### src/rtl/sfr_pkg.sv
// Shared types and constants for the STX/ETX frame receiver.
`timescale 1ns / 1ps

package sfr_pkg;

  localparam int unsigned MAX_PAYLOAD_DEF = 16;

  localparam logic [7:0] BYTE_STX = 8'h02;
  localparam logic [7:0] BYTE_ETX = 8'h03;

  localparam int unsigned CFG_IDX_W = 2;
  localparam logic [CFG_IDX_W-1:0] REG_MAX_LEN   = 2'd0;
  localparam logic [CFG_IDX_W-1:0] REG_UNCHECKED = 2'd1;

  localparam logic [4:0] RESET_MAX_LEN   = 5'd16;
  localparam logic [7:0] RESET_UNCHECKED = 8'hF3;

  typedef enum logic [2:0] {
    ST_HUNT,
    ST_LEN_HI,
    ST_LEN_LO,
    ST_TYPE,
    ST_DATA,
    ST_ETX,
    ST_CHECK,
    ST_EMIT
  } state_t;

  typedef enum logic [1:0] {
    KIND_DATA,
    KIND_ACCEPT,
    KIND_REJECT
  } kind_t;

  typedef enum logic [2:0] {
    ERR_NONE,
    ERR_LEN_HI,
    ERR_TOO_LONG,
    ERR_NO_ETX,
    ERR_CHECKSUM
  } err_t;

  typedef struct packed {
    logic [4:0] max_frame_length;
    logic [7:0] unchecked_type;
  } cfg_t;

  typedef struct packed {
    kind_t      kind;
    logic [7:0] payload_byte;
    logic [3:0] byte_index;
    logic [7:0] frame_type;
    logic [4:0] frame_length;
    err_t       error_code;
    logic       send_ack;
    logic       last;
  } res_t;

endpackage

### src/rtl/sfr_ram.sv
// Generic single-write, single-read RAM with registered read data.
`timescale 1ns / 1ps

module sfr_ram #(
  parameter int unsigned WIDTH = 8,
  parameter int unsigned DEPTH = 16
) (
  input  logic                     clk,
  input  logic                     wr_en,
  input  logic [$clog2(DEPTH)-1:0] wr_addr,
  input  logic [WIDTH-1:0]         wr_data,
  input  logic                     rd_en,
  input  logic [$clog2(DEPTH)-1:0] rd_addr,
  output logic [WIDTH-1:0]         rd_data
);

  logic [WIDTH-1:0] mem_r [DEPTH];
  logic [WIDTH-1:0] rd_data_r;

  always_ff @(posedge clk) begin
    if (wr_en) begin
      mem_r[wr_addr] <= wr_data;
    end
    if (rd_en) begin
      rd_data_r <= mem_r[rd_addr];
    end
  end

  assign rd_data = rd_data_r;

endmodule

### src/rtl/sfr_ctrl.sv
// Frame parser and payload replay sequencer around the payload RAM.
`timescale 1ns / 1ps

module sfr_ctrl #(
  parameter int unsigned MAX_PAYLOAD = sfr_pkg::MAX_PAYLOAD_DEF
) (
  input  logic                           clk,
  input  logic                           rst_n,
  input  logic                           in_valid,
  input  logic [7:0]                     in_rx_byte,
  output logic                           in_ready,
  input  sfr_pkg::cfg_t                  cfg,
  output logic                           res_valid,
  output sfr_pkg::res_t                  res,
  input  logic                           res_ready,
  output logic                           wr_en,
  output logic [$clog2(MAX_PAYLOAD)-1:0] wr_addr,
  output logic [7:0]                     wr_data,
  output logic                           rd_en,
  output logic [$clog2(MAX_PAYLOAD)-1:0] rd_addr,
  input  logic [7:0]                     rd_data
);

  localparam int unsigned AW = $clog2(MAX_PAYLOAD);

  sfr_pkg::state_t state_r, state_nxt;
  logic [4:0] length_r, length_nxt;
  logic [7:0] type_r, type_nxt;
  logic [4:0] cnt_r, cnt_nxt;
  logic [7:0] xor_r, xor_nxt;

  logic       acc;
  logic [4:0] limit;
  logic [4:0] n_items;
  logic [4:0] cnt_plus;
  logic       len_hi_bad;
  logic       too_long;
  logic       etx_bad;
  logic       sum_bad;

  assign acc      = in_valid && in_ready;
  assign limit    = (32'(cfg.max_frame_length) < MAX_PAYLOAD) ? cfg.max_frame_length
                                                               : 5'(MAX_PAYLOAD);
  assign n_items  = (length_r == 5'd0) ? 5'd0 : length_r - 5'd1;
  assign cnt_plus = cnt_r + 5'd1;

  assign len_hi_bad = (in_rx_byte != 8'h00);
  assign too_long   = (in_rx_byte > {3'b000, limit});
  assign etx_bad    = (in_rx_byte != sfr_pkg::BYTE_ETX);
  assign sum_bad    = (type_r != cfg.unchecked_type) && (in_rx_byte != xor_r);

  // Next state
  always_comb begin
    state_nxt = state_r;
    unique case (state_r)
      sfr_pkg::ST_HUNT: begin
        if (acc && in_rx_byte == sfr_pkg::BYTE_STX) state_nxt = sfr_pkg::ST_LEN_HI;
      end
      sfr_pkg::ST_LEN_HI: begin
        if (acc) state_nxt = len_hi_bad ? sfr_pkg::ST_HUNT : sfr_pkg::ST_LEN_LO;
      end
      sfr_pkg::ST_LEN_LO: begin
        if (acc) state_nxt = too_long ? sfr_pkg::ST_HUNT : sfr_pkg::ST_TYPE;
      end
      sfr_pkg::ST_TYPE: begin
        if (acc) state_nxt = (n_items != 5'd0) ? sfr_pkg::ST_DATA : sfr_pkg::ST_ETX;
      end
      sfr_pkg::ST_DATA: begin
        if (acc && cnt_plus >= n_items) state_nxt = sfr_pkg::ST_ETX;
      end
      sfr_pkg::ST_ETX: begin
        if (acc) state_nxt = etx_bad ? sfr_pkg::ST_HUNT : sfr_pkg::ST_CHECK;
      end
      sfr_pkg::ST_CHECK: begin
        if (acc) state_nxt = sum_bad ? sfr_pkg::ST_HUNT : sfr_pkg::ST_EMIT;
      end
      sfr_pkg::ST_EMIT: begin
        if (res_ready && cnt_r == n_items) state_nxt = sfr_pkg::ST_HUNT;
      end
      default: state_nxt = sfr_pkg::ST_HUNT;
    endcase
  end

  // Outputs: handshake, result request, RAM ports
  always_comb begin
    in_ready  = (state_r != sfr_pkg::ST_EMIT) && res_ready;
    res_valid = 1'b0;
    res       = '{kind: sfr_pkg::KIND_REJECT, payload_byte: 8'h00, byte_index: 4'h0,
                  frame_type: type_r, frame_length: length_r,
                  error_code: sfr_pkg::ERR_NONE, send_ack: 1'b0, last: 1'b1};
    wr_en     = 1'b0;
    wr_addr   = AW'(cnt_r);
    wr_data   = in_rx_byte;
    rd_en     = 1'b0;
    rd_addr   = '0;
    unique case (state_r)
      sfr_pkg::ST_LEN_HI: begin
        res_valid      = acc && len_hi_bad;
        res.error_code = sfr_pkg::ERR_LEN_HI;
      end
      sfr_pkg::ST_LEN_LO: begin
        res_valid      = acc && too_long;
        res.error_code = sfr_pkg::ERR_TOO_LONG;
      end
      sfr_pkg::ST_DATA: begin
        wr_en = acc && (32'(cnt_r) < MAX_PAYLOAD);
      end
      sfr_pkg::ST_ETX: begin
        res_valid      = acc && etx_bad;
        res.error_code = sfr_pkg::ERR_NO_ETX;
      end
      sfr_pkg::ST_CHECK: begin
        res_valid      = acc && sum_bad;
        res.error_code = sfr_pkg::ERR_CHECKSUM;
        // prefetch the first payload entry for the replay
        rd_en          = acc && !sum_bad;
      end
      sfr_pkg::ST_EMIT: begin
        res_valid = 1'b1;
        if (cnt_r < n_items) begin
          res.kind         = sfr_pkg::KIND_DATA;
          res.payload_byte = rd_data;
          res.byte_index   = cnt_r[3:0];
          res.last         = 1'b0;
          rd_en            = res_ready;
          rd_addr          = AW'(cnt_plus);
        end else begin
          res.kind     = sfr_pkg::KIND_ACCEPT;
          res.send_ack = 1'b1;
        end
      end
      default: begin
      end
    endcase
  end

  // Frame fields and running checksum
  always_comb begin
    length_nxt = length_r;
    type_nxt   = type_r;
    cnt_nxt    = cnt_r;
    xor_nxt    = xor_r;
    unique case (state_r)
      sfr_pkg::ST_HUNT: begin
        if (acc && in_rx_byte == sfr_pkg::BYTE_STX) begin
          length_nxt = 5'd0;
          type_nxt   = 8'h00;
          cnt_nxt    = 5'd0;
          xor_nxt    = 8'h00;
        end
      end
      sfr_pkg::ST_LEN_LO: begin
        if (acc && !too_long) begin
          length_nxt = in_rx_byte[4:0];
          xor_nxt    = xor_r ^ in_rx_byte;
        end
      end
      sfr_pkg::ST_TYPE: begin
        if (acc) begin
          type_nxt = in_rx_byte;
          xor_nxt  = xor_r ^ in_rx_byte;
          cnt_nxt  = 5'd0;
        end
      end
      sfr_pkg::ST_DATA: begin
        if (acc) begin
          xor_nxt = xor_r ^ in_rx_byte;
          cnt_nxt = cnt_plus;
        end
      end
      sfr_pkg::ST_ETX: begin
        if (acc && !etx_bad) xor_nxt = xor_r ^ in_rx_byte;
      end
      sfr_pkg::ST_CHECK: begin
        if (acc && !sum_bad) cnt_nxt = 5'd0;
      end
      sfr_pkg::ST_EMIT: begin
        if (res_ready && cnt_r < n_items) cnt_nxt = cnt_plus;
      end
      default: begin
      end
    endcase
  end

  always_ff @(posedge clk) begin
    if (!rst_n) begin
      state_r  <= sfr_pkg::ST_HUNT;
      length_r <= 5'd0;
      type_r   <= 8'h00;
      cnt_r    <= 5'd0;
      xor_r    <= 8'h00;
    end else begin
      state_r  <= state_nxt;
      length_r <= length_nxt;
      type_r   <= type_nxt;
      cnt_r    <= cnt_nxt;
      xor_r    <= xor_nxt;
    end
  end

endmodule

### src/rtl/stx_etx_frame_receiver.sv
// Top level of the STX/ETX framed packet receiver with XOR checksum.
`timescale 1ns / 1ps

// Channel   Direction  Handshake          Payload
// in_       input      in_valid/in_ready  in_rx_byte
// out_      output     out_valid/out_ready kind, payload_byte, byte_index, frame_type,
//                                          frame_length, error_code, send_ack, last
// cfg_      input      cfg_valid/cfg_ready cfg_index, cfg_data
//
// Each received byte takes one cycle while the result register has room.
// After a good frame the parser replays n = length-1 payload bytes from the payload
// RAM, one entry per cycle while the result register has room, then the accept
// result, taking no input. The registered RAM read is hidden by prefetching entry
// 0 on the checksum byte. Reset is synchronous and active low; the payload RAM is
// not cleared. A stalled output holds its result and blocks further input.

module stx_etx_frame_receiver #(
  parameter int unsigned MAX_PAYLOAD = sfr_pkg::MAX_PAYLOAD_DEF
) (
  input  logic                          clk,
  input  logic                          rst_n,
  input  logic                          in_valid,
  output logic                          in_ready,
  input  logic [7:0]                    in_rx_byte,
  output logic                          out_valid,
  input  logic                          out_ready,
  output logic [1:0]                    out_kind,
  output logic [7:0]                    out_payload_byte,
  output logic [3:0]                    out_byte_index,
  output logic [7:0]                    out_frame_type,
  output logic [4:0]                    out_frame_length,
  output logic [2:0]                    out_error_code,
  output logic                          out_send_ack,
  output logic                          out_last,
  input  logic                          cfg_valid,
  output logic                          cfg_ready,
  input  logic [sfr_pkg::CFG_IDX_W-1:0] cfg_index,
  input  logic [7:0]                    cfg_data
);

  localparam int unsigned AW = $clog2(MAX_PAYLOAD);

  sfr_pkg::cfg_t cfg_r;
  sfr_pkg::res_t out_r;
  logic          out_valid_r;

  sfr_pkg::res_t res;
  logic          res_valid;
  logic          res_ready;

  logic          wr_en;
  logic [AW-1:0] wr_addr;
  logic [7:0]    wr_data;
  logic          rd_en;
  logic [AW-1:0] rd_addr;
  logic [7:0]    rd_data;

  // Configuration registers: always ready, unknown indexes drop the request.
  assign cfg_ready = 1'b1;

  always_ff @(posedge clk) begin
    if (!rst_n) begin
      cfg_r.max_frame_length <= sfr_pkg::RESET_MAX_LEN;
      cfg_r.unchecked_type   <= sfr_pkg::RESET_UNCHECKED;
    end else if (cfg_valid && cfg_ready) begin
      case (cfg_index)
        sfr_pkg::REG_MAX_LEN:   cfg_r.max_frame_length <= cfg_data[4:0];
        sfr_pkg::REG_UNCHECKED: cfg_r.unchecked_type   <= cfg_data;
        default: begin
        end
      endcase
    end
  end

  sfr_ctrl #(
    .MAX_PAYLOAD(MAX_PAYLOAD)
  ) u_ctrl (
    .clk       (clk),
    .rst_n     (rst_n),
    .in_valid  (in_valid),
    .in_rx_byte(in_rx_byte),
    .in_ready  (in_ready),
    .cfg       (cfg_r),
    .res_valid (res_valid),
    .res       (res),
    .res_ready (res_ready),
    .wr_en     (wr_en),
    .wr_addr   (wr_addr),
    .wr_data   (wr_data),
    .rd_en     (rd_en),
    .rd_addr   (rd_addr),
    .rd_data   (rd_data)
  );

  sfr_ram #(
    .WIDTH(8),
    .DEPTH(MAX_PAYLOAD)
  ) u_payload_ram (
    .clk    (clk),
    .wr_en  (wr_en),
    .wr_addr(wr_addr),
    .wr_data(wr_data),
    .rd_en  (rd_en),
    .rd_addr(rd_addr),
    .rd_data(rd_data)
  );

  // Result register: load when empty or being drained this cycle.
  assign res_ready = !out_valid_r || out_ready;

  always_ff @(posedge clk) begin
    if (!rst_n) begin
      out_valid_r <= 1'b0;
    end else if (res_ready) begin
      out_valid_r <= res_valid;
    end
  end

  always_ff @(posedge clk) begin
    if (res_ready && res_valid) begin
      out_r <= res;
    end
  end

  assign out_valid        = out_valid_r;
  assign out_kind         = out_r.kind;
  assign out_payload_byte = out_r.payload_byte;
  assign out_byte_index   = out_r.byte_index;
  assign out_frame_type   = out_r.frame_type;
  assign out_frame_length = out_r.frame_length;
  assign out_error_code   = out_r.error_code;
  assign out_send_ack     = out_r.send_ack;
  assign out_last         = out_r.last;

  // A replayed payload byte is always followed at once by the next result.
  a_replay_no_gap: assert property (@(posedge clk) disable iff (!rst_n)
    out_valid_r && out_ready && out_r.kind == sfr_pkg::KIND_DATA |=> out_valid_r)
    else $error("gap in payload replay");

  // ACK requested exactly on accepted frames.
  a_ack_on_accept: assert property (@(posedge clk) disable iff (!rst_n)
    out_valid_r |-> (out_r.send_ack == (out_r.kind == sfr_pkg::KIND_ACCEPT)))
    else $error("send_ack does not match result kind");

  // Only rejects carry an error code, and only they and accepts end a run.
  a_err_on_reject: assert property (@(posedge clk) disable iff (!rst_n)
    out_valid_r |-> ((out_r.error_code != sfr_pkg::ERR_NONE) ==
                     (out_r.kind == sfr_pkg::KIND_REJECT)) &&
                    (out_r.last == (out_r.kind != sfr_pkg::KIND_DATA)))
    else $error("error code or last flag inconsistent with result kind");

endmodule
### config.mk
export PLATFORM = sky130hd
export DESIGN_NAME = stx_etx_frame_receiver
export DESIGN_NICKNAME = d
export VERILOG_FILES = /design/src/rtl/sfr_pkg.sv /design/src/rtl/sfr_ram.sv /design/src/rtl/sfr_ctrl.sv /design/src/rtl/stx_etx_frame_receiver.sv
export SDC_FILE = /design/constraint.sdc
export NUM_CORES = 1
export LEC_CHECK = 0
export BUFFER_PORTS_ARGS = -buffer_cell sky130_fd_sc_hd__clkbuf_2
export CAP_MARGIN = 20
export CORE_UTILIZATION = 30
export CTS_BUF_LIST = sky130_fd_sc_hd__clkbuf_4 sky130_fd_sc_hd__clkbuf_8
export DETAILED_ROUTE_END_ITERATION = 6
export PLACE_DENSITY = 0.47
export SYNTH_ARGS = -nofsm -noshare
export SYNTH_HDL_FRONTEND = slang
export SYNTH_SLANG_ARGS = --single-unit
### constraint.sdc
create_clock -name clk -period 4.9 [get_ports clk]
set_clock_uncertainty 0.15 [all_clocks]
set_input_delay 0.98 -clock clk [delete_from_list [all_inputs] [get_ports clk]]
set_output_delay 0.98 -clock clk [all_outputs]
set_load 0.01 [all_outputs]
# After elaboration in Yosys (flattened, before gate mapping)
# Memories as Yosys holds them, arrays and structs flattened. A register that Yosys moved wholly into a read port is not among the register bits.
# Index checks and enable logic that the tools add are counted.
dict set report totals {
  reg_bits 75
  mem_bits_rw 128
  input_bits 23
  output_inout_bits 35
  word_cells 134
  memories 1
}
dict set report classes {
  n_addsub 2
  order_cmp 5
  n_eq_ne 28
  n_mux 42
  bitwise_logic 1
  reduce_logical 39
}
# memory depth word_bits rd rd_clocked_by_memory_dff write_ports line_no
set mem_list {}
lappend mem_list {u_payload_ram.mem_r 16 8 1 1 1 sfr_ram.sv:17} ;# logic [WIDTH-1:0] mem_r [DEPTH];
# cell n
set op_table {}
lappend op_table {{2-to-1 mux 5 bit} 8}
lappend op_table {{2-to-1 mux 8 bit} 5}
lappend op_table {{case mux 8 bit (4 select lines)} 1}
lappend op_table {{2-to-1 mux 3 bit} 10}
lappend op_table {{inequality test 2 x 1 -> 1 bit (second input constant)} 14}
lappend op_table {{case mux 5 bit (5 select lines)} 1}
lappend op_table {{case mux 3 bit (8 select lines)} 1}
lappend op_table {{logical AND 1 bit} 16}
lappend op_table {{inequality test 8 bit} 2}
lappend op_table {{case mux 8 bit (2 select lines)} 1}
lappend op_table {{== test 3 bit (second input constant)} 4}
lappend op_table {{case mux 3 bit (4 select lines)} 1}
lappend op_table {{< comparator 5 bit (second input constant)} 2}
lappend op_table {{case mux 5 bit (2 select lines)} 1}
lappend op_table {{nonzero test 5 bit} 2}
lappend op_table {{== test 8 x 2 -> 1 bit (second input constant)} 1}
lappend op_table {{greater-than comparator 8 x 5 -> 1 bit} 1}
lappend op_table {{2-to-1 mux 4 bit} 2}
lappend op_table {{inequality test 8 x 2 -> 1 bit (second input constant)} 1}
lappend op_table {{AND reduction 8 bit} 1}
lappend op_table {{nonzero test 8 bit} 1}
lappend op_table {{XOR 8 bit} 1}
lappend op_table {{2-to-1 mux 1 bit} 7}
lappend op_table {{== test 3 x 2 -> 1 bit (second input constant)} 2}
lappend op_table {{other kinds (23)} 31}

# Depth between registers and ports, before layout
# Gate-level depths: netlist of run 1.
dict set report logic_depth {
  ltp_word 8
  ltp_mapped 15
  ltp_nobuf 13
}

# Cells and area by module
# A second synthesis of run 1 with hierarchy kept.
dict set report hier_totals {
  hier_cells 667
  hier_area_um2 9516.6
}
# mod instances cells_per_inst area_per_inst_um2 seq_area_each_um2
set by_module_without_submodules {}
lappend by_module_without_submodules {sfr_ram 1 229 5227.5 4083.9}
lappend by_module_without_submodules {sfr_ctrl 1 345 2727.6 580.6}
lappend by_module_without_submodules {stx_etx_frame_receiver 1 93 1561.5 1241.2}

# Worst setup path before layout of run 1
# No wires, ideal clock.
dict set report synth_timing {
  path_kind {input -> register}
  startpoint {input port in_rx_byte[0]}
  endpoint {register out_r (netlist bit out_byte_index[0]), enable pin}
  setup_ns 0.429
  t_arrival_ns 3.476
  required_time_ns 4.321
  path_slack_ns 0.845
  cell_stages 9
  path_buffers 1
  path_cell_list {buf_2 -> inv_1 -> ha_1 -> nor2b_1 -> o21a_1 -> o31ai_2 -> nand2_1 -> nand3_1 -> a21oi_1}
}
dict set report synth_via {
  elab_chain_len 5
  word_cells_on_any_way 11
  cone_classes {1 x order compare; 2 x eq/ne; 1 x mux; 7 x reduce/logical}
}
# item line_no
set synth_rtl {}
lappend synth_rtl {{from (decl)} stx_etx_frame_receiver.sv:24} ;# input logic [7:0] in_rx_byte,
lappend synth_rtl {{branches (longest 3 deep; another with greater-than comparator 8 x 5 -> 1 bit)} --}
lappend synth_rtl {{case mux 1 bit (5 select lines) (*)} sfr_ctrl.sv:96} ;# unique case (state_r)
lappend synth_rtl {{logical AND 1 bit (*)} stx_etx_frame_receiver.sv:120} ;# if (res_ready && res_valid) begin
lappend synth_rtl {{to (signal assigned)} stx_etx_frame_receiver.sv:121} ;# out_r <= res;
lappend synth_rtl {{to (decl)} stx_etx_frame_receiver.sv:44} ;# sfr_pkg::res_t out_r;
# Every way passes the cells marked *.
# A chain may end at the register's enable or synchronous reset.

# Worst setup path in the final report of run 1
dict set report layout_timing {
  startpoint {register u_ctrl.length_r[0]}
  endpoint {register u_payload_ram.rd_data_r[0] (netlist: u_payload_ram.rd_data[0]) (read register of u_payload_ram.mem_r) (data pin)}
}
dict set report layout_via {
  elab_chain_len 5
  word_cells_on_any_way 8
  cone_classes {1 x add/sub; 1 x order compare; 5 x mux; 1 x reduce/logical}
}
# item line_no
set layout_rtl {}
lappend layout_rtl {{from (decl)} sfr_ctrl.sv:27} ;# logic [4:0] length_r, length_nxt;
lappend layout_rtl {{from (signal assigned)} sfr_ctrl.sv:194} ;# length_r <= length_nxt;
lappend layout_rtl {{subtractor 5 x 1 -> 5 bit / logical NOT 5 bit (equally long branches)} sfr_ctrl.sv:44} ;# assign n_items = (length_r == 5'd0) ? 5'd0 : length_r - 5'd1;
lappend layout_rtl {{2-to-1 mux 5 bit (*)} sfr_ctrl.sv:44}
lappend layout_rtl {{< comparator 5 bit (*)} sfr_ctrl.sv:120} ;# if (cnt_r < n_items) begin
lappend layout_rtl {{2-to-1 mux 1 bit / 2-to-1 mux 4 bit (equally long branches)} sfr_ctrl.sv:120}
lappend layout_rtl {{case mux 1 bit (2 select lines) / 2-to-1 mux 4 bit (equally long branches)} sfr_ctrl.sv:96}
lappend layout_rtl {{to (decl)} sfr_ram.sv:18} ;# logic [WIDTH-1:0] rd_data_r;
# Every way passes the cells marked *; elsewhere a longest branch is shown, timed or not.

==> results.toml, run 1 <==
[status]
status = "finished, violations left"
violations = "DRC"

[power_and_ir_drop]
pwr-share-comb_pct = 9.3
switching_share_pct = 25.3
p_total_uw = 3990
p_int_uw = 2980
powerDensity_nw_per_um2 = 363
p_sw_uw = 1010
p_seq_share_pct = 50.0
p_leak_uw = 0.00374
ir_drop_mv = 0.170
clkPwrFrac_pct = 40.8

[clocking]
insertion_delay_ps = 530
cts.clk_slew.worst_paths_ps = 60
cts_buffer_depth = 3
cts_buffers = 40
cts_tree = "built"
ctsResizeCount = 0
root_buffer = "clkbuf_8"
cts_hold_buf = 0
post_cts_buffers = 0
h-tree-depth = 2
clock_sink_count = 210

[sta]
final_hold_viol_count = 0
period_share_pct = 82.5
tns_ps = 0
rsz0062_at_grt = "no"
hold_ws_ps = 321
relSlewSlack_pct = 34.9
finalSetupViolations = 0
fin_crit_ps = 4040
slew_viol_final = 0
worstMarginPinSlew_ps = 974
max_freq_ghz = 0.247
setup_ws_ps = 857

[floorplan]
die_area_um2 = 32200
ioPinCount = 58
core_um2 = 30700
die_width_um = 179
die_h_um = 179
num_rows = 64
start_util_pct = 30.7

[setup_path]
crit_path_start_kind = "flop"
crit_fanout = 19
cp-end-kind = "flop"
r2r_cells = 13
required_ps = 5140
crit_type = "flop to flop"
crit_arrival_ps = 4280

[synth]
synth_fa_ha_area_share_pct = 3.18
synth.distinct_cells = 75
netlist_instances = 748
yosys.area.top_type_share_pct = 53.1
ys_seq_area_share_pct = 62.2
synth_mux_area_share_pct = 5.16
synthTopCellsByArea = "edfxtp_1, dfxtp_1, ha_1"
yosys_warnings = 0
syn_avg_cell_area_um2 = 12.6
synth_top_cell_by_area = "edfxtp_1"
synth_edf_count = 167
synth_simple_gate_area_share_pct = 13.2
synthXorXnorAreaFrac_pct = 1.93
synth_top_family_by_area = "simple AND/OR/NAND/NOR gates"
synth-async-reset-ratio_pct = 0
synth_compound_area_share_pct = 11.6
yosysMostFrequentCell = "edfxtp_1"
synth.cell_area_um2 = 9440
ys_ff_latch = 210
syn_nets = 795
ys.flop_type = "edfxtp_1"
yosys-top-cells-count = "edfxtp_1, nor2_1, nand2_1, dfxtp_1, nand3_1"

[grt]
grt_pass1_wl_mm = 39.4
grt_pass1_vias = 6320
grt_max_degree = 34
grt_remaining_overflow = 0
grt_use_total_pct = 16.0
antenna_found_initial = 0

[route]
postRouteAntennaNets = 0
drt-initial-drc-count = 509
detail_route.wl_per_cell_um = 20.4
wl_mm = 25.6
detailroute.via_count = 6367
viasPerCell = 5.08
drc_errors = 4
firstDrtPassIters = 7

[place]
pre_cts_ws_ps = 847
io_buffers = 56
place_area_um2 = 10200
dp_hpwl_mm = 17.4
gp_congestion = 0.831

[run]
drv_cap = 0

[min_path]
hold_class = "flop to flop"
min_path_cells = 2

[cells_and_area]
area.growth.synth_to_final_pct = 16.1
num_antenna_cells = 0
fillers = 3066
nNetsFinal = 875
design_area_um2 = 11000
drive_above_1_share_pct = 22.4
[worst max-delay path: stages (launching register included)]
cell      delay (ps)
dfxtp_1          420
inv_1             70
ha_1             220
nand2b_1         160
nor3_1            70
or2_2            310
ha_1             300
nand4_1          190
o22a_1           590
nand3_2          490
buf_4            360
mux2i_1          140
a211o_1          330
o211ai_1         110
[final timing paths]
check	start	endpoint	slack [ps]
worst max-delay path	u_ctrl.length_r[0]$_SDFFE_PN0P_	u_payload_ram.rd_data[0]$_DFFE_PP_	860
worst min-delay path	cfg_r[3]$_SDFFE_PN0P_	cfg_r[3]$_SDFFE_PN0P_	320
worst max register to register	u_ctrl.length_r[0]$_SDFFE_PN0P_	u_payload_ram.rd_data[0]$_DFFE_PP_	860
worst min register to register	cfg_r[3]$_SDFFE_PN0P_	cfg_r[3]$_SDFFE_PN0P_	320
[per-layer routing]
layer  up-vias  global-route usage, %  wire length [um]
met1      3152                   21.9             12100
met4         0                   5.00               550
met2       163                   25.7             11900
met5         -                      0                 0
li1       3014                      -                 -
met3        38                   2.78              1100
[cell families (layout without fill, tap and decap cells)]
logic type / after synthesis / after routing
other: 1 / 1
adder cells (fa/ha/maj): 24 / 24
multiplexers: 41 / 41
AO/OA/AOI/OAI: 153 / 153
buffers and inverters: 54 / 164
flip-flops: 210 / 210
XOR/XNOR: 20 / 20
AND/OR/NAND/NOR: 245 / 245
[flip-flops by register name (all words and copies together) (netlist names), 2 cells and up]
name / count
out_error_code: 3
out_frame_length: 5
out_payload_byte: 8
out_kind: 2
u_ctrl.cnt_r: 5
u_ctrl.length_r: 5
u_ctrl.type_r: 8
u_payload_ram.mem_r: 128
u_payload_ram.rd_data: 8
u_ctrl.xor_r: 8
cfg_r: 13
out_byte_index: 4
out_frame_type: 8
u_ctrl.state_r: 3
[per-stage QoR]
step | std cells | util [%]
finish | 1254 | 35.7
global route | 1254 | 35.7
CTS | 1252 | 35.5
detailed placement | 1180 | 33.1
global placement | 1180 | 33.1
floorplan | 748 | -
[cell usage in the layout, fill, tap and decap left out, types with 7 or more instances in the layout]
master,netlist,final
edfxtp_1,167,167
nor2_1,65,65
clkbuf_2,0,56
nand2_1,54,54
dfxtp_1,43,43
clkbuf_8,0,40
nand3_1,30,30
o21ai_0,29,29
ha_1,24,24
mux2_2,21,21
buf_4,5,20
xnor2_1,19,19
a21oi_1,19,18
nor3_1,17,17
mux2i_1,16,16
clkbuf_4,0,14
inv_1,13,13
nand2b_1,13,13
and3_1,13,13
o2111ai_1,12,12
o22ai_1,11,11
o211ai_1,11,11
nand4_1,9,9
clkinv_1,1,9
nand3b_1,9,9
nor2b_1,8,8
o311ai_0,8,8
a22oi_1,8,8
o21ai_1,7,7
[power groups by stage]
| stage | combinational (uW) | clock, uW | sequential, uW |
|---|---|---|---|
| 6_report | 369 | 1620 | 1990 |
| 5_1_grt | 404 | 1770 | 1990 |
| 4_1_cts | 360 | 1680 | 1990 |
| 3_5_place_dp | 360 | 0 | 2030 |
| 3_3_place_gp | 363 | 0 | 2030 |
| 2_1_floorplan | 196 | 0 | 2050 |
[layout make-up]
class	count	area [um2]	share of cell area, %
well taps	396	495	4.52
clock inverters	18	96.3	0.879
multi-input cells	484	3330	30.3
inverters	15	56.3	0.514
clock buffers	54	656	5.98
flip-flops and latches	210	5880	53.6
repair buffers	77	458	4.18
No activity file was read; power rests on OpenSTA's default activity.
==> run 2, diff against run 1 <==
PLACE_DENSITY = 0.49   (was 0.47)
clock period = 3.65 ns   (was 4.9 ns; I/O delays follow)
==> run 2 against run 1 <==
Compared with the run above:
- the run now ends clean
- design area rose by 2.7%
- via count up 1.3%
- register-to-register slack got worse by 600 ps
- first-iteration DRC count is 12% higher
- count of clock-buffer cells in the layout is 5 higher
- highest routed layer unchanged
==> results.toml, run 2 (synthesized netlist as in run 1, its figures left out) <==
[clocking]
cts.clk_slew.worst_paths_ps = 60
cts_hold_buf = 0
cts_buffers = 38
root_buffer = "clkbuf_8"
cts_buffer_depth = 3
insertion_delay_ps = 530
h-tree-depth = 2
cts_tree = "built"
clock_sink_count = 210

[setup_path]
worstPathBufferInverterCount = 2
crit_type = "flop to flop"
cpPeakStageDelay_ps = 410
crit_arrival_ps = 3510
r2r_cells = 12
cp_top_family = "simple AND/OR/NAND/NOR gates"
cp.depth = 12
crit_fanout = 7
crit_chain = "inv_1 -> ha_1 -> nand2b_1 -> o21ai_1 -> ha_1 -> a21o_1 -> or3_4 -> nor2_4 -> buf_4 -> mux2_2 -> o2111ai_1 -> o211ai_1"
required_ps = 3770
path_common_cell = "ha_1"
crit_path_start_kind = "flop"
cp-end-kind = "flop"
crit_slowest_cell = "or3_4"

[status]
status = "completed"

[floorplan]
start_util_pct = 30.7
die_area_um2 = 32200
core_um2 = 30700
die_h_um = 179
num_rows = 64
ioPinCount = 58
die_width_um = 179

[power_and_ir_drop]
p_leak_uw = 0.00393
powerDensity_nw_per_um2 = 481
ir_drop_mv = 0.183

[route]
viasPerCell = 5.01
drc_errors = 0
detail_route.wl_per_cell_um = 19.7
wl_mm = 25.4
drt-initial-drc-count = 569
postRouteAntennaNets = 0
detailroute.via_count = 6447
firstDrtPassIters = 7

[sta]
max_freq_ghz = 0.295
final_hold_viol_count = 0
setup_ws_ps = 256
finalSetupViolations = 0
relSlewSlack_pct = 34.3
period_share_pct = 93.0
fin_crit_ps = 3390
rsz0062_at_grt = "no"
worstMarginPinSlew_ps = 983
slew_viol_final = 0

[cells_and_area]
largest_registers = "u_payload_ram.mem_r (128), cfg_r (13)"
stdcell_count = 1286
fillers = 3061
nNetsFinal = 910
drive_above_1_share_pct = 25.8
top_register = "u_payload_ram.mem_r"
largest_register_ffs = 128
area.growth.synth_to_final_pct = 19.2
mostFrequentLayoutCells = "edfxtp_1, nor2_1, buf_4"
final_common_cell = "edfxtp_1"
num_antenna_cells = 0

[grt]
grt_pass1_wl_mm = 39.1
grt_use_total_pct = 15.9
grt_remaining_overflow = 0
grt_pass1_vias = 6454
antenna_found_initial = 0
grt_max_degree = 34

[place]
dp_hpwl_mm = 17.5
io_buffers = 56
pre_cts_ws_ps = -40.0
gp_congestion = 0.828
dp_cells = 1215

[min_path]
min_path_cells = 3
hold_class = "input pin to flop"

[run]
drv_cap = 0
## run 2: cell count changes in the layout (fill, tap and decap cells not counted), sizes merged
cell	previous run	this run
clkinvlp	1	0
clkinv	16	6
buf	21	58
bufinv	0	1
clkbuf	110	115
## run 2: worst reg2reg max path: cells and delay by family, from the launching register on
family	cells	cell delay [ps]
AOI/OAI and AO/OA	4	750
buffers and inverters	2	220
adders and majority gates	2	560
and+or+nand+nor	3	750
muxes	1	340
DFF	1	370
## run 2: timing repair
item,in CTS,in global routing
buffers inserted,3,0
gates resized for setup,0,3
pin swaps,1,0
endpoints found under the setup margin,2,7
## run 2: path summary, 6_finish.rpt
path	from	endpoint	slack (ps)
max reg2reg	u_ctrl.length_r[0]$_SDFFE_PN0P_	u_payload_ram.rd_data[0]$_DFFE_PP_	260
max	u_ctrl.length_r[0]$_SDFFE_PN0P_	u_payload_ram.rd_data[0]$_DFFE_PP_	260
min reg2reg	cfg_r[2]$_SDFFE_PN0P_	cfg_r[2]$_SDFFE_PN0P_	320
min	cfg_data[6]	cfg_r[6]$_SDFFE_PN1P_	260
## run 2: layout make-up
cell class,count,area (um2),area share [%]
repair buffers,114,736,6.54
flip-flops and latches,210,5880,52.2
clock inverters,8,67.6,0.600
well taps,396,495,4.40
clock buffers,59,693,6.16
multi-input cells,484,3330,29.6
inverters,15,56.3,0.500
## run 2: power breakdown
part	internal, uW	switching [uW]
Clock	1280	962
Combinational	171	331
Sequential	2650	23.0
Total	4100	1320
## run 2: metal layers
layer,global-route usage (%),part of all wire (%),vias up
met2,25.3,47,166
met3,3.10,5.0,41
met5,0,0,-
met4,4.38,1.8,0
met1,21.9,47,3154
li1,-,-,3086
## run 2: through the flow
stage          hold slack, ps  setup TNS, ps  instance area [um2]  util [%]  total power [uW]
4_1_cts                   232              0                11200      36.5              5470
6_report                  257              0                11300      36.6              5420
5_1_grt                   242              0                11300      36.6              5640
2_1_floorplan             296              0                 9450         -              3010
3_3_place_gp              313          -12.2                10400      34.0              3210
3_5_place_dp              316          -40.1                10400      34.0              3210
